## config.mk

```make
export PLATFORM = sky130hd
export DESIGN_NAME = mail_header_field_sanitizer
export DESIGN_NICKNAME = d
export VERILOG_FILES = /design/src/hdl/mhfs_pkg.sv /design/src/hdl/mhfs_cell.sv /design/src/hdl/mhfs_chain.sv /design/src/hdl/mail_header_field_sanitizer.sv
export SDC_FILE = /design/constraint.sdc
export NUM_CORES = 1
export LEC_CHECK = 0
export BUFFER_PORTS_ARGS = -buffer_cell sky130_fd_sc_hd__clkbuf_2
export CORE_ASPECT_RATIO = 0.6
export CORE_UTILIZATION = 54
export DETAILED_ROUTE_END_ITERATION = 7
export GPL_TIMING_DRIVEN = 0
export HOLD_SLACK_MARGIN = 0.02
export MAX_ROUTING_LAYER = met4
export PLACE_DENSITY = 0.79
export SYNTH_ARGS = -nofsm -noshare
export SYNTH_HDL_FRONTEND = slang
export SYNTH_SLANG_ARGS = --single-unit
```

## constraint.sdc

```tcl
create_clock -name clk_i -period 9.05 [get_ports clk_i]
set_input_delay 0.905 -clock clk_i [delete_from_list [all_inputs] [get_ports clk_i]]
set_output_delay 0.905 -clock clk_i [all_outputs]
set_load 0.05 [all_outputs]
```

## src/hdl/mhfs_pkg.sv

```systemverilog
// Shared definitions for the mail header field sanitizer: the store depth,
// character codes, byte classification helpers, the chain control group and
// the controller state type. No dependencies.
`default_nettype none

package mhfs_pkg;

  // Number of cells in the held-whitespace chain (at least 3).
  localparam int HOLD_DEPTH = 32;

  localparam logic [7:0] CH_NUL = 8'h00;
  localparam logic [7:0] CH_TAB = 8'h09;
  localparam logic [7:0] CH_LF  = 8'h0A;
  localparam logic [7:0] CH_CR  = 8'h0D;
  localparam logic [7:0] CH_SP  = 8'h20;
  localparam logic [7:0] CH_DEL = 8'h7F;

  typedef struct packed {
    logic shift;   // every cell takes its right neighbour's contents
    logic append;  // the new byte lands at the tail of the run
    logic clear;   // the whole run is dropped
  } chain_ctrl_t;

  typedef enum logic [3:0] {
    ST_IDLE  = 4'b0001,
    ST_DRAIN = 4'b0010,
    ST_OVF   = 4'b0100,
    ST_MARK  = 4'b1000
  } state_e;

  function automatic logic is_ws(input logic [7:0] b);
    return (b == CH_SP) || ((b >= CH_TAB) && (b <= CH_CR));
  endfunction

  function automatic logic is_blank(input logic [7:0] b);
    return (b == CH_SP) || (b == CH_TAB);
  endfunction

  function automatic logic [7:0] clean(input logic [7:0] b);
    return ((b < CH_SP) || (b == CH_DEL)) ? CH_SP : b;
  endfunction

endpackage

`default_nettype wire

```

## src/hdl/mhfs_cell.sv

```systemverilog
// One cell of the held-whitespace chain: a byte and an occupied flag.
// Depends on mhfs_pkg for the chain control group.
`default_nettype none

module mhfs_cell (
  input  wire logic                 clk_i,
  input  wire logic                 rst_ni,
  input  wire mhfs_pkg::chain_ctrl_t ctrl_i,
  input  wire logic [7:0]           new_byte_i,
  input  wire logic                 left_vld_i,
  input  wire logic                 right_vld_i,
  input  wire logic [7:0]           right_byte_i,
  output logic                      vld_o,
  output logic [7:0]                byte_o
);
  import mhfs_pkg::*;

  logic       vld_q, vld_d;
  logic [7:0] byte_q, byte_d;
  logic       take_new;

  // The tail is the last occupied cell after a shift, or the first free one
  // without a shift.
  always_comb begin
    take_new = ctrl_i.append &
               (ctrl_i.shift ? (vld_q & ~right_vld_i) : (~vld_q & left_vld_i));
    if (ctrl_i.clear) begin
      vld_d = 1'b0;
    end else if (take_new) begin
      vld_d = 1'b1;
    end else if (ctrl_i.shift) begin
      vld_d = right_vld_i;
    end else begin
      vld_d = vld_q;
    end
    if (take_new) begin
      byte_d = new_byte_i;
    end else if (ctrl_i.shift) begin
      byte_d = right_byte_i;
    end else begin
      byte_d = byte_q;
    end
  end

  always_ff @(posedge clk_i or negedge rst_ni) begin
    if (!rst_ni) begin
      vld_q <= 1'b0;
    end else begin
      vld_q <= vld_d;
    end
  end

  always_ff @(posedge clk_i) begin
    byte_q <= byte_d;
  end

  assign vld_o  = vld_q;
  assign byte_o = byte_q;

endmodule

`default_nettype wire

```

## src/hdl/mhfs_chain.sv

```systemverilog
// Row of mhfs_cell instances holding the whitespace run, oldest at cell 0.
// Exposes the three front cells for fold detection. Depends on mhfs_pkg.
`default_nettype none

module mhfs_chain (
  input  wire logic                  clk_i,
  input  wire logic                  rst_ni,
  input  wire mhfs_pkg::chain_ctrl_t ctrl_i,
  input  wire logic [7:0]            new_byte_i,
  output logic [2:0][7:0]            head_byte_o,
  output logic [2:0]                 head_vld_o,
  output logic                       full_o
);
  import mhfs_pkg::*;

  logic       vld  [HOLD_DEPTH];
  logic [7:0] data [HOLD_DEPTH];

  for (genvar i = 0; i < HOLD_DEPTH; i++) begin : g_cell
    logic       left_vld;
    logic       right_vld;
    logic [7:0] right_byte;

    if (i == 0) begin : g_first
      assign left_vld = 1'b1;
    end else begin : g_mid
      assign left_vld = vld[i-1];
    end

    if (i == HOLD_DEPTH - 1) begin : g_last
      assign right_vld  = 1'b0;
      assign right_byte = CH_NUL;
    end else begin : g_inner
      assign right_vld  = vld[i+1];
      assign right_byte = data[i+1];
    end

    mhfs_cell u_cell (
      .clk_i        (clk_i),
      .rst_ni       (rst_ni),
      .ctrl_i       (ctrl_i),
      .new_byte_i   (new_byte_i),
      .left_vld_i   (left_vld),
      .right_vld_i  (right_vld),
      .right_byte_i (right_byte),
      .vld_o        (vld[i]),
      .byte_o       (data[i])
    );
  end

  for (genvar h = 0; h < 3; h++) begin : g_head
    assign head_byte_o[h] = data[h];
    assign head_vld_o[h]  = vld[h];
  end

  assign full_o = vld[HOLD_DEPTH-1];

endmodule

`default_nettype wire

```

## src/hdl/mail_header_field_sanitizer.sv

```systemverilog
// Top level of the mail header field sanitizer: controller, output register
// and the held-whitespace chain. Depends on mhfs_pkg, mhfs_chain, mhfs_cell.
//
//   channel | handshake               | payload
//   --------+-------------------------+------------------------------------------
//   in      | in_valid_i / in_ready_o | in_byte_i, last_byte_i
//   out     | out_valid_o/out_ready_i | out_byte_o, byte_valid_o, run_last_o,
//           |                         | string_end_o, overflow_o
//
// A whitespace byte that fits in the store is taken back to back. Output stalls
// hold the controller. A non-whitespace byte follows the held bytes, which the
// chain hands to the output register one byte a cycle while the output is free;
// a whitespace byte that meets a full store pushes out the front byte first.
// After reset the store is empty and the block is ready at once.
`default_nettype none

module mail_header_field_sanitizer (
  input  wire logic       clk_i,
  input  wire logic       rst_ni,
  input  wire logic       in_valid_i,
  output logic            in_ready_o,
  input  wire logic [7:0] in_byte_i,
  input  wire logic       last_byte_i,
  output logic            out_valid_o,
  input  wire logic       out_ready_i,
  output logic [7:0]      out_byte_o,
  output logic            byte_valid_o,
  output logic            run_last_o,
  output logic            string_end_o,
  output logic            overflow_o
);
  import mhfs_pkg::*;

  state_e      state_q, state_d;
  logic        fold_keep_q, fold_keep_d;
  logic        fold_lf_q, fold_lf_d;
  logic [7:0]  pend_q, pend_d;
  logic        pend_last_q, pend_last_d;

  logic        out_valid_q, out_valid_d;
  logic [7:0]  out_byte_q, out_byte_d;
  logic        byte_valid_q, byte_valid_d;
  logic        run_last_q, run_last_d;
  logic        string_end_q, string_end_d;
  logic        overflow_q, overflow_d;

  chain_ctrl_t     ctrl;
  logic [7:0]      new_byte;
  logic [2:0][7:0] head_byte;
  logic [2:0]      head_vld;
  logic            full;

  logic       in_acc;
  logic       out_free;
  logic [7:0] in_norm;
  logic       fold_start;
  logic [7:0] e_byte;
  logic       e_fold_cr;
  logic       e_keep;
  logic       e_lf;

  assign in_ready_o = (state_q == ST_IDLE);
  assign in_acc     = in_valid_i & in_ready_o;
  assign out_free   = ~out_valid_q | out_ready_i;
  assign in_norm    = (in_byte_i == CH_NUL) ? CH_SP : in_byte_i;
  assign new_byte   = (state_q == ST_IDLE) ? in_norm : pend_q;

  // A fold is CR LF followed by a blank, all three already held.
  assign fold_start = (head_byte[0] == CH_CR) && (head_byte[1] == CH_LF) &&
                      head_vld[1] && head_vld[2] && is_blank(head_byte[2]);

  // Cleaning of the byte at the front of the chain.
  always_comb begin
    e_fold_cr = 1'b0;
    e_keep    = fold_keep_q;
    e_lf      = 1'b0;
    if (fold_lf_q) begin
      e_byte = head_byte[0];
    end else if (fold_start) begin
      e_byte    = CH_CR;
      e_fold_cr = 1'b1;
      e_keep    = 1'b1;
      e_lf      = 1'b1;
    end else if (fold_keep_q && is_blank(head_byte[0])) begin
      e_byte = head_byte[0];
    end else begin
      e_byte = clean(head_byte[0]);
      e_keep = 1'b0;
    end
  end

  always_comb begin
    state_d      = state_q;
    fold_keep_d  = fold_keep_q;
    fold_lf_d    = fold_lf_q;
    pend_d       = pend_q;
    pend_last_d  = pend_last_q;
    ctrl         = '0;
    out_valid_d  = out_valid_q & ~out_ready_i;
    out_byte_d   = out_byte_q;
    byte_valid_d = byte_valid_q;
    run_last_d   = run_last_q;
    string_end_d = string_end_q;
    overflow_d   = overflow_q;

    case (state_q)
      ST_IDLE: begin
        if (in_acc) begin
          pend_d      = in_norm;
          pend_last_d = last_byte_i;
          if (is_ws(in_norm)) begin
            if (last_byte_i) begin
              ctrl.clear  = 1'b1;
              fold_keep_d = 1'b0;
              fold_lf_d   = 1'b0;
              state_d     = ST_MARK;
            end else if (!full) begin
              ctrl.append = 1'b1;
            end else begin
              state_d = ST_OVF;
            end
          end else begin
            state_d = ST_DRAIN;
          end
        end
      end
      ST_MARK: begin
        if (out_free) begin
          out_valid_d  = 1'b1;
          out_byte_d   = CH_NUL;
          byte_valid_d = 1'b0;
          run_last_d   = 1'b1;
          string_end_d = 1'b1;
          overflow_d   = 1'b0;
          state_d      = ST_IDLE;
        end
      end
      ST_DRAIN: begin
        if (out_free) begin
          out_valid_d  = 1'b1;
          byte_valid_d = 1'b1;
          overflow_d   = 1'b0;
          if (head_vld[0]) begin
            out_byte_d   = e_byte;
            run_last_d   = 1'b0;
            string_end_d = 1'b0;
            fold_keep_d  = e_keep;
            fold_lf_d    = e_lf;
            ctrl.shift   = 1'b1;
          end else begin
            out_byte_d   = clean(pend_q);
            run_last_d   = 1'b1;
            string_end_d = pend_last_q;
            fold_keep_d  = 1'b0;
            fold_lf_d    = 1'b0;
            state_d      = ST_IDLE;
          end
        end
      end
      ST_OVF: begin
        if (out_free) begin
          out_valid_d  = 1'b1;
          byte_valid_d = 1'b1;
          overflow_d   = 1'b1;
          string_end_d = 1'b0;
          out_byte_d   = e_byte;
          fold_keep_d  = e_keep;
          fold_lf_d    = e_lf;
          ctrl.shift   = 1'b1;
          // The CR of a fold is followed by its LF before the new byte is appended.
          if (e_fold_cr) begin
            run_last_d = 1'b0;
          end else begin
            run_last_d  = 1'b1;
            ctrl.append = 1'b1;
            state_d     = ST_IDLE;
          end
        end
      end
      default: begin
        state_d = ST_IDLE;
      end
    endcase
  end

  mhfs_chain u_chain (
    .clk_i       (clk_i),
    .rst_ni      (rst_ni),
    .ctrl_i      (ctrl),
    .new_byte_i  (new_byte),
    .head_byte_o (head_byte),
    .head_vld_o  (head_vld),
    .full_o      (full)
  );

  always_ff @(posedge clk_i or negedge rst_ni) begin
    if (!rst_ni) begin
      state_q     <= ST_IDLE;
      fold_keep_q <= 1'b0;
      fold_lf_q   <= 1'b0;
      out_valid_q <= 1'b0;
    end else begin
      state_q     <= state_d;
      fold_keep_q <= fold_keep_d;
      fold_lf_q   <= fold_lf_d;
      out_valid_q <= out_valid_d;
    end
  end

  always_ff @(posedge clk_i) begin
    pend_q       <= pend_d;
    pend_last_q  <= pend_last_d;
    out_byte_q   <= out_byte_d;
    byte_valid_q <= byte_valid_d;
    run_last_q   <= run_last_d;
    string_end_q <= string_end_d;
    overflow_q   <= overflow_d;
  end

  assign out_valid_o  = out_valid_q;
  assign out_byte_o   = out_byte_q;
  assign byte_valid_o = byte_valid_q;
  assign run_last_o   = run_last_q;
  assign string_end_o = string_end_q;
  assign overflow_o   = overflow_q;

  // The LF of a fold must sit at the front of the chain once its CR has gone.
  a_fold_lf_head : assert property (@(posedge clk_i) disable iff (!rst_ni)
    fold_lf_q |-> (head_vld[0] && (head_byte[0] == CH_LF) && fold_keep_q))
    else $error("fold LF not at chain front");

  // An end marker is only pending once the run has been dropped.
  a_mark_empty : assert property (@(posedge clk_i) disable iff (!rst_ni)
    (state_q == ST_MARK) |-> !head_vld[0])
    else $error("held run not dropped before end marker");

  // The end of a string always closes the results of its item.
  a_end_closes : assert property (@(posedge clk_i) disable iff (!rst_ni)
    (out_valid_o && string_end_o) |-> run_last_o)
    else $error("string end without run end");

  // A byte that meets a full store leaves the chain full or one short of it.
  a_ovf_refill : assert property (@(posedge clk_i) disable iff (!rst_ni)
    ($past(state_q == ST_OVF) && (state_q == ST_IDLE)) |-> head_vld[2])
    else $error("chain emptied by an overflow item");

endmodule

`default_nettype wire

```

==> impl_metrics.tcl, run 1 <==
set metrics [dict create \
    num_vias 9743 \
    ctsRootBufferMaster "clkbuf_16" \
    grt_antenna_before_repair 2 \
    io_buffer_count 26 \
    gr-total-overflow 0 \
    syn-cell-area_sq_um 14380 \
    grt_setup_unrepaired "no" \
    number_of_cts_inserted_buffers 29 \
    tritoncts_clock_tree "done" \
    skew_ns 0.01909 \
    yosysWarnings 0 \
    final.period_utilization_pct 49.92 \
    syn-instance-count 973 \
    mappedNetlistNets 986 \
    io_pins 27 \
    cp_slowest_cell "o21ai_0" \
    dpl.hpwl_mm 26.45 \
    postLayoutCellArea_sq_um 15790 \
    worstPathCellList "or4b_1 > buf_4 > or4_4 > o2bb2ai_1 > clkbuf_1 > nor2_1 > o21ai_0" \
    synth_edf_count 277 \
    criticalPathCategory "flop to flop" \
    critical_path_required_time_ns 9.22 \
    hold_path_class "flop to flop" \
    worst-endpoint-arrival_ns 4.69 \
    tns_ns 0 \
    post_cts_resized 0 \
    max_cap_viol_count 0 \
    postRouteAntennaNets 0 \
    start_util_pct 55.90 \
    cts.sink_count 316 \
    syn_area_per_cell_sq_um 14.78 \
    finalPower_mw 3.221 \
    crit_path_max_incr_delay_ns 1.07 \
    remaining_drc_errors 0 \
    transition_time_at_the_pin_with_the_least_slew_margin_ns 1.292 \
    vias_per_cell 6.944 \
    postSynth.asyncResetShare_pct 12.34 \
    grt.total_usage_pct 29.12 \
    critPathLaunchType "flop" \
    syn_to_final_growth_pct 9.796 \
    timing.final.hold_violations 0 \
    layout-drive-gt1-share_pct 13.99 \
    postPlaceCellArea_sq_um 14950 \
    core_area_sq_um 25730 \
    grt_pass1_vias 9019 \
    drt-pass1-iter-count 6 \
    routed_wirelength_mm 37.94 \
    clock_path_buffers 3 \
    final-setup-viol-count 0 \
    leakage_power_of_the_design_nw 5.424 \
    ctsHtreeMaxLevel 1 \
    cts.reportedPaths.clkPinSlew_ns 0.06 \
    achievable-frequency_ghz 0.2214 \
    grt_max_degree 40 \
    drt_first_iter_violations 1272 \
    vdd.ir_drop.worst_uv 181.8 \
    wl_per_cell_um 27.04 \
    crit_fanout 10 \
    post-cts-setup-buffers 0 \
    finalCoreUtilization_pct 61.37 \
    clock_latency_ns 0.58 \
    slew_violations 0 \
    number_of_hold_repair_buffers_added_at_the_cts_stage 0 \
    die_ht_um 128.4 \
    power.density_cell_area_nw_per_um2 204.0 \
    finalWeightedCongestion 1.049 \
    floorplan.die_area_sq_um 27310 \
    synth_top_flop_cell "edfxtp_1" \
    shortest_clock_period_the_worst_path_allows_after_layout_ns 4.517 \
    finalNonFillerCells 1403 \
    synth.distinct_cells 67 \
    die_width_um 212.7 \
    post-place-cells 1351 \
    run_status "finished clean" \
    num_antenna_cells 0 \
    timing.critical_path.to_type "flop" \
    fp-row-count 45 \
    max_slew_margin_pct 12.96 \
    ys_ff_latch 316 \
    first_pass_grt_wire_length_mm 56.62 \
    yosysSeqAreaShare_pct 64.63 \
    number_of_nets_in_the_finished_design 1044 \
    layout.filler_cells 1919 \
]
==> final timing paths <==
check | slack, ns | startpoint | end | cells past startpoint
setup / recovery | 4.53 | state_q[0] | u_chain.g_cell[17].u_cell.byte_o[6] | 7
max in group asynchronous | 7.84 | rst_ni | u_chain.g_cell[20].u_cell.vld_o | 1
hold reg to reg | 0.52 | fold_keep_q | fold_keep_q | 2
min in group asynchronous | 0.53 | rst_ni | u_chain.g_cell[31].u_cell.vld_o | 1
setup reg to reg | 4.53 | state_q[0] | u_chain.g_cell[17].u_cell.byte_o[6] | 7
hold / removal | 0.52 | fold_keep_q | fold_keep_q | 2
==> per-stage QoR <==
stage	setup slack [ns]	hold slack, ns
floorplan	5.601	0.4680
global placement	4.522	0.4934
detailed placement	4.365	0.5074
CTS	4.636	0.5217
global route	4.427	0.5399
finish	4.533	0.5215
==> cell usage in the layout (no fill, tap or decap), types with 4 or more instances in the layout <==
cell,instances
edfxtp_1,277
a2bb2oi_1,183
o21ai_0,38
dfrtp_1,38
o22a_1,37
clkbuf_1,36
nand2b_1,33
mux2i_1,32
nand2_1,31
a221o_1,31
clkbuf_16,29
clkbuf_2,26
a22o_1,25
nor2_1,23
buf_2,23
a21boi_2,17
a21boi_4,16
inv_1,14
o21ai_1,9
nor2b_1,7
o22ai_1,7
clkinv_2,7
o211ai_1,6
a21oi_2,6
clkinv_1,5
o21a_1,5
a21oi_1,5
buf_4,4
or3_1,4
or2_2,4
a211oi_1,4
o2bb2ai_1,4
a2111oi_0,4
nand4_1,4
==> state kept, by name, summed over array words and instances (netlist names) <==
| signal | cells |
|---|---|
| run_last_o | 1 |
| pend_last_q | 1 |
| fold_lf_q | 1 |
| byte_valid_o | 1 |
| state_q | 4 |
| overflow_o | 1 |
| u_chain.g_cell.u_cell.vld_o | 32 |
| out_byte_o | 8 |
| string_end_o | 1 |
| u_chain.g_cell.u_cell.byte_o | 256 |
| fold_keep_q | 1 |
| pend_q | 8 |
| out_valid_o | 1 |
==> cell type report <==
class / instances / area [sq um] / share of cell area [%]
Sequential cell: 316 / 9295 / 58.86
Inverter: 15 / 56.30 / 0.3565
Clock buffer: 37 / 755.7 / 4.786
Clock inverter: 14 / 75.07 / 0.4754
Multi-Input combinational cell: 586 / 4762 / 30.16
Tap cell: 352 / 440.4 / 2.789
Timing Repair Buffer: 27 / 137.6 / 0.8716
Buffer: 56 / 269.0 / 1.704
==> cells in the mapped netlist, drive strengths merged, types with 5 or more instances <==
master,number,share of area [%]
buf,28,1.1
a22o,25,1.5
inv,14,0.37
nand2b,33,1.4
o211ai,6,0.31
a21oi,11,0.54
or2,5,0.22
nand2,31,0.81
nor2,23,0.60
dfrtp,38,6.6
a221o,31,2.2
o22ai,7,0.30
clkbuf,28,0.73
a21boi,33,3.4
o21a,5,0.26
nor2b,7,0.30
o22a,37,2.3
o21ai,47,1.6
mux2i,32,2.2
a2bb2oi,184,11
edfxtp,277,58
==> worst max-delay path, delay by kind of cell (launching register included) <==
family          cells  cell delay (ns)
flops               1             0.60
simple gates        3             1.32
buf+inv             2             0.69
compound gates      2             1.50
==> cell families (layout without fill, tap and decap cells) <==
logic type	count (synthesis)	after routing	synth area share, %
AO/OA/AOI/OAI	418	418	25.56
flip-flops	316	316	64.63
AND/OR/NAND/NOR	132	132	5.028
multiplexers	35	35	2.462
buffers and inverters	71	149	2.262
XOR/XNOR	1	1	0.06091
==> power breakdown <==
part / switching [mW] / internal [mW]
registers: 0.0366 / 1.67
clock network: 0.543 / 0.589
logic: 0.266 / 0.114
total: 0.846 / 2.38
==> layer usage <==
metal	wire (um)	global-route usage [%]
met1	17330	43.90
met2	14420	36.18
met3	5511	12.23
met4	677	5.290
met5	0	-
Power figures use the tool's default switching activity.
==> run 2, diff against run 1 <==
Clock period 9.05 ns to 4.36 ns, I/O delays scaled along.
==> run 2 against run 1 <==
Effect of this change: clock skew decreased by 0.0024 ns; sequential power up 110%; via count grew 0.56%; highest routed layer unchanged; final area unchanged; largest power group unchanged; hold slack lost 0.46 ns; final cell count unchanged; combinational power is 110% higher; die area stayed put; clock power rose by 110%; utilization stayed put; maximum frequency up 6.9%; critical path type unchanged; count of clock-buffer cells in the layout unchanged.
==> impl_metrics.tcl, run 2 (synthesis gave the netlist of run 1 again) <==
set metrics [dict create \
    critPathLaunchType "flop" \
    timing.critical_path.to_type "flop" \
    vias_per_cell 6.984 \
    setup.reg_to_reg.worst_slack_ns 0.13 \
    finalPower_mw 6.689 \
    crit_fanout 10 \
    first_pass_grt_wire_length_mm 56.62 \
    flip_flop_count_of_the_largest_register_after_layout 256 \
    vdd.ir_drop.worst_uv 379.0 \
    achievable-frequency_ghz 0.2366 \
    post-cts-setup-buffers 0 \
    hold_path_class "primary input to async pin" \
    worst_setup_path_startpoint "state_q[0]" \
    worst-endpoint-arrival_ns 4.42 \
    drt-pass1-iter-count 7 \
    transition_time_at_the_pin_with_the_least_slew_margin_ns 1.224 \
    wl_per_cell_um 27.10 \
    num_antenna_cells 0 \
    io_buffer_count 26 \
    drt_first_iter_violations 1265 \
    number_of_hold_repair_buffers_added_at_the_cts_stage 0 \
    dpl.hpwl_mm 26.45 \
    start_util_pct 55.90 \
    remaining_drc_errors 0 \
    grt_antenna_before_repair 2 \
    post_cts_resized 2 \
    final_cell_mix "edfxtp_1 (277), a2bb2oi_1 (183), dfrtp_1 (38)" \
    worst_r2r_endpoint "u_chain.g_cell[11].u_cell.byte_o[7]" \
    leakage_power_of_the_design_nw 5.422 \
    floorplan.die_area_sq_um 27310 \
    cp_slowest_cell "o21ai_1" \
    die_ht_um 128.4 \
    r2r-start "state_q[0]" \
    grt.total_usage_pct 29.12 \
    shortest_clock_period_the_worst_path_allows_after_layout_ns 4.226 \
    timing.final.hold_violations 0 \
    cts.sink_count 316 \
    final_common_cell "edfxtp_1" \
    routed_wirelength_mm 38.03 \
    run_status "finished clean" \
    core_area_sq_um 25730 \
    syn_to_final_growth_pct 9.796 \
    worstRegToRegCells 7 \
    final.period_utilization_pct 96.92 \
    layout-drive-gt1-share_pct 13.99 \
    slew_violations 0 \
    clock_path_buffers 3 \
    setup.worst_path.end "u_chain.g_cell[11].u_cell.byte_o[7]" \
    gr-total-overflow 0 \
    finalCoreUtilization_pct 61.37 \
    number_of_cts_inserted_buffers 29 \
    grt_pass1_vias 9019 \
    layout.filler_cells 1919 \
    tritoncts_clock_tree "done" \
    fp-row-count 45 \
    grt_setup_unrepaired "no" \
    final-setup-viol-count 0 \
    crit_path_max_incr_delay_ns 0.75 \
    max_cap_viol_count 0 \
    postRouteAntennaNets 0 \
    cts.reportedPaths.clkPinSlew_ns 0.07 \
    criticalPathCategory "flop to flop" \
    worstPathCellList "or4b_1 > buf_4 > or4_4 > o2bb2ai_1 > clkbuf_1 > nor2_1 > o21ai_1" \
    number_of_nets_in_the_finished_design 1044 \
    ctsHtreeMaxLevel 1 \
    grt_max_degree 40 \
    io_pins 27 \
    critical_path_required_time_ns 4.55 \
    num_vias 9798 \
    die_width_um 212.7 \
    power.density_cell_area_nw_per_um2 423.6 \
    ctsRootBufferMaster "clkbuf_16" \
    clock_latency_ns 0.58 \
    finalWeightedCongestion 1.049 \
    skew_ns 0.01672 \
    max_slew_margin_pct 17.92 \
]
run 2: worst min path at each step:
stage | end
global placement | fold_keep_q
finish | u_chain.g_cell[31].u_cell.vld_o
detailed placement | fold_keep_q
global route | out_valid_o
floorplan | fold_keep_q
CTS | u_chain.g_cell[3].u_cell.vld_o
run 2: layer usage:
layer	GRT usage (%)	wire length, um	vias to the layer above
met2	36.18	14590	659
met5	-	0	-
met3	12.23	5275	53
li1	-	-	4187
met1	43.90	17520	4899
met4	5.290	646	0
run 2: cell type report:
type | instances | area, sq um | share of cell area [%]
buffer | 56 | 269.0 | 1.704
clock buffer | 37 | 755.7 | 4.786
clock inverter | 14 | 75.07 | 0.4754
inverter | 15 | 56.30 | 0.3565
multi-input combinational | 586 | 4762 | 30.16
sequential | 316 | 9295 | 58.86
tap | 352 | 440.4 | 2.789
timing repair buffer | 27 | 137.6 | 0.8716
run 2: critical path, delay by kind of cell, from the launching register on:
kind                   cells  cell delay, ns
and+or+nand+nor            3            1.36
AOI/OAI and AO/OA          2            1.18
buffers and inverters      2            0.69
DFF                        1            0.60
run 2: metrics by stage:
step	area [sq um]	setup TNS [ns]	std cells	setup slack, ns	hold slack (ns)
after floorplan	14380	0	973	1.078	0.1404
after global placement	14950	0	1351	0.1031	0.4934
after detailed placement	14950	-0.3931	1351	-0.04965	0.5074
after CTS	15780	0	1402	0.02501	0.08493
after global routing	15790	0	1403	0.07741	0.1249
final	15790	0	1403	0.1341	0.06153
run 2: report_power, final:
part / switching [mW] / total, mW / internal, mW
Clock: 1.13 / 2.35 / 1.22
Sequential: 0.0768 / 3.55 / 3.47
Combinational: 0.553 / 0.791 / 0.237
==> run 3, diff against run 2 <==
Settings changed: CELL_PAD_IN_SITES_DETAIL_PLACEMENT from default to 0, CELL_PAD_IN_SITES_GLOBAL_PLACEMENT from default to 1, CORE_UTILIZATION 54 to 53, PLACE_DENSITY 0.79 to 0.88.
==> run 3 against run 2 <==
Effect of this change: the flow now finishes with violations (capacitance limit); final area is 0.32% higher; total power is 1.0% higher; hold slack worse by 0.0043 ns; worst setup slack better by 0.11 ns; final cell count is 0.43% higher; largest cell class unchanged; largest power group unchanged.
==> impl_metrics.tcl, run 3 (synthesis gave the netlist of run 1 again) <==
set metrics [dict create \
    run_status "finished, violations left" \
    failed_checks "capacitance limit" \
    first_pass_grt_wire_length_mm 55.61 \
    post-cts-setup-buffers 0 \
    postLayoutCellArea_sq_um 15840 \
    ctsHtreeMaxLevel 1 \
    final_common_cell "edfxtp_1" \
    critPathLaunchType "flop" \
    final.period_utilization_pct 94.44 \
    max_cap_viol_count 1 \
    max_slew_margin_pct 1.160 \
    wl_per_cell_um 26.64 \
    critical_path_required_time_ns 4.56 \
    grt_max_degree 40 \
    cts.reportedPaths.clkPinSlew_ns 0.07 \
    grt_antenna_before_repair 2 \
    postRouteAntennaNets 0 \
    final_cell_mix "edfxtp_1 (277), a2bb2oi_1 (183), dfrtp_1 (38)" \
    dpl.hpwl_mm 26.72 \
    transition_time_at_the_pin_with_the_least_slew_margin_ns 1.467 \
    core_area_sq_um 26530 \
    flip_flop_count_of_the_largest_register_after_layout 256 \
    worst-endpoint-arrival_ns 4.31 \
    shortest_clock_period_the_worst_path_allows_after_layout_ns 4.118 \
    grt.total_usage_pct 27.87 \
    vias_per_cell 6.830 \
    crit_fanout 10 \
    ctsRootBufferMaster "clkbuf_16" \
    hold_path_class "primary input to async pin" \
    clock_latency_ns 0.57 \
    layout-drive-gt1-share_pct 13.93 \
    criticalPathCategory "flop to flop" \
    io_pins 27 \
    worstPathCellList "or4b_1 > buf_4 > or4_4 > o2bb2ai_1 > clkbuf_1 > nor2_1 > o21ai_1" \
    die_width_um 214.7 \
    clock_path_buffers 3 \
    drt-pass1-iter-count 5 \
    grt_setup_unrepaired "no" \
    start_util_pct 54.21 \
    tns_ns 0 \
    finalPower_mw 6.756 \
    detailedPlace.worstSlack_ns 0.0002323 \
    skew_ns 0.01647 \
    crit_path_max_incr_delay_ns 0.72 \
    num_vias 9624 \
    drt_first_iter_violations 1151 \
    tritoncts_clock_tree "done" \
    gr-total-overflow 0 \
    grt_pass1_vias 8812 \
    cts.sink_count 316 \
    final-setup-viol-count 0 \
    vdd.ir_drop.worst_uv 410.9 \
    number_of_cts_inserted_buffers 28 \
    floorplan.die_area_sq_um 27820 \
    syn_to_final_growth_pct 10.15 \
    timing.critical_path.to_type "flop" \
    cp_slowest_cell "o21ai_1" \
    achievable-frequency_ghz 0.2429 \
    remaining_drc_errors 0 \
    power.density_cell_area_nw_per_um2 426.5 \
    timing.final.hold_violations 0 \
    fp-row-count 46 \
    postPlaceCellArea_sq_um 14970 \
    io_buffer_count 26 \
    die_ht_um 129.6 \
    routed_wirelength_mm 37.54 \
    leakage_power_of_the_design_nw 5.441 \
    layout_setup_ws_ns 0.2424 \
    finalWeightedCongestion 1.005 \
    slew_violations 0 \
    number_of_nets_in_the_finished_design 1043 \
]
==> run 3: critical path: cells and delay by family, from the launching register on <==
kind / cells / cell delay [ns]
AO/OA/AOI/OAI: 2 / 1.09
flip-flops: 1 / 0.59
AND/OR/NAND/NOR: 3 / 1.35
buffers and inverters: 2 / 0.71
==> run 3: per-layer routing <==
layer  vias to the layer above  wire, um  track usage, %  part of all wire, %
met2                       535     14560           35.79                   39
met1                      4854     17610           41.77                   47
met5                         -         0               -                    0
li1                       4166         -               -                    -
met3                        69      4612           9.718                   12
met4                         0       756           5.798                  2.0
==> run 3: through the flow <==
stage | utilization [%] | instances | hold slack, ns
after detailed placement | 56.42 | 1360 | 0.5194
after global routing | 59.71 | 1409 | 0.1319
after CTS | 59.70 | 1408 | 0.09757
after floorplan | - | 973 | 0.1404
final | 59.71 | 1409 | 0.05722
after global placement | 56.39 | 1359 | 0.4957
==> run 3: power breakdown <==
group          switching (mW)  internal [mW]  total, mW
clock network            1.10           1.33       2.42
registers              0.0777           3.47       3.55
logic                   0.547          0.237      0.785
total                    1.72           5.03       6.76
==> run 3: path summary, 6_finish.rpt <==
| kind | end | depth (start not counted) | slack (ns) | startpoint |
|---|---|---|---|---|
| setup / recovery | u_chain.g_cell[9].u_cell.byte_o[7] | 7 | 0.24 | state_q[0] |
| hold / removal | out_valid_o | 1 | 0.06 | rst_ni |
| setup reg to reg | u_chain.g_cell[9].u_cell.byte_o[7] | 7 | 0.24 | state_q[0] |
| hold reg to reg | u_chain.g_cell[5].u_cell.byte_o[4] | 1 | 0.53 | u_chain.g_cell[6].u_cell.byte_o[4] |
| max in group asynchronous | u_chain.g_cell[9].u_cell.vld_o | 1 | 3.60 | rst_ni |
| min in group clk_i | pend_last_q | 1 | 0.14 | last_byte_i |
==> run 3: cell type report <==
cell class	instances	area, sq um
inverter	15	56.30
sequential	316	9295
clock inverter	10	78.83
antenna	1	2.502
tap	360	450.4
clock buffer	38	790.8
fill	2055	10690
multi-input combinational	586	4762
timing repair buffer	27	137.6
buffer	56	269.0
==> run 3: what timing repair did <==
item | in CTS | in global routing
gates resized for setup | 0 | 6
hold buffers | 0 | 0
endpoints found under the setup margin | 0 | 48
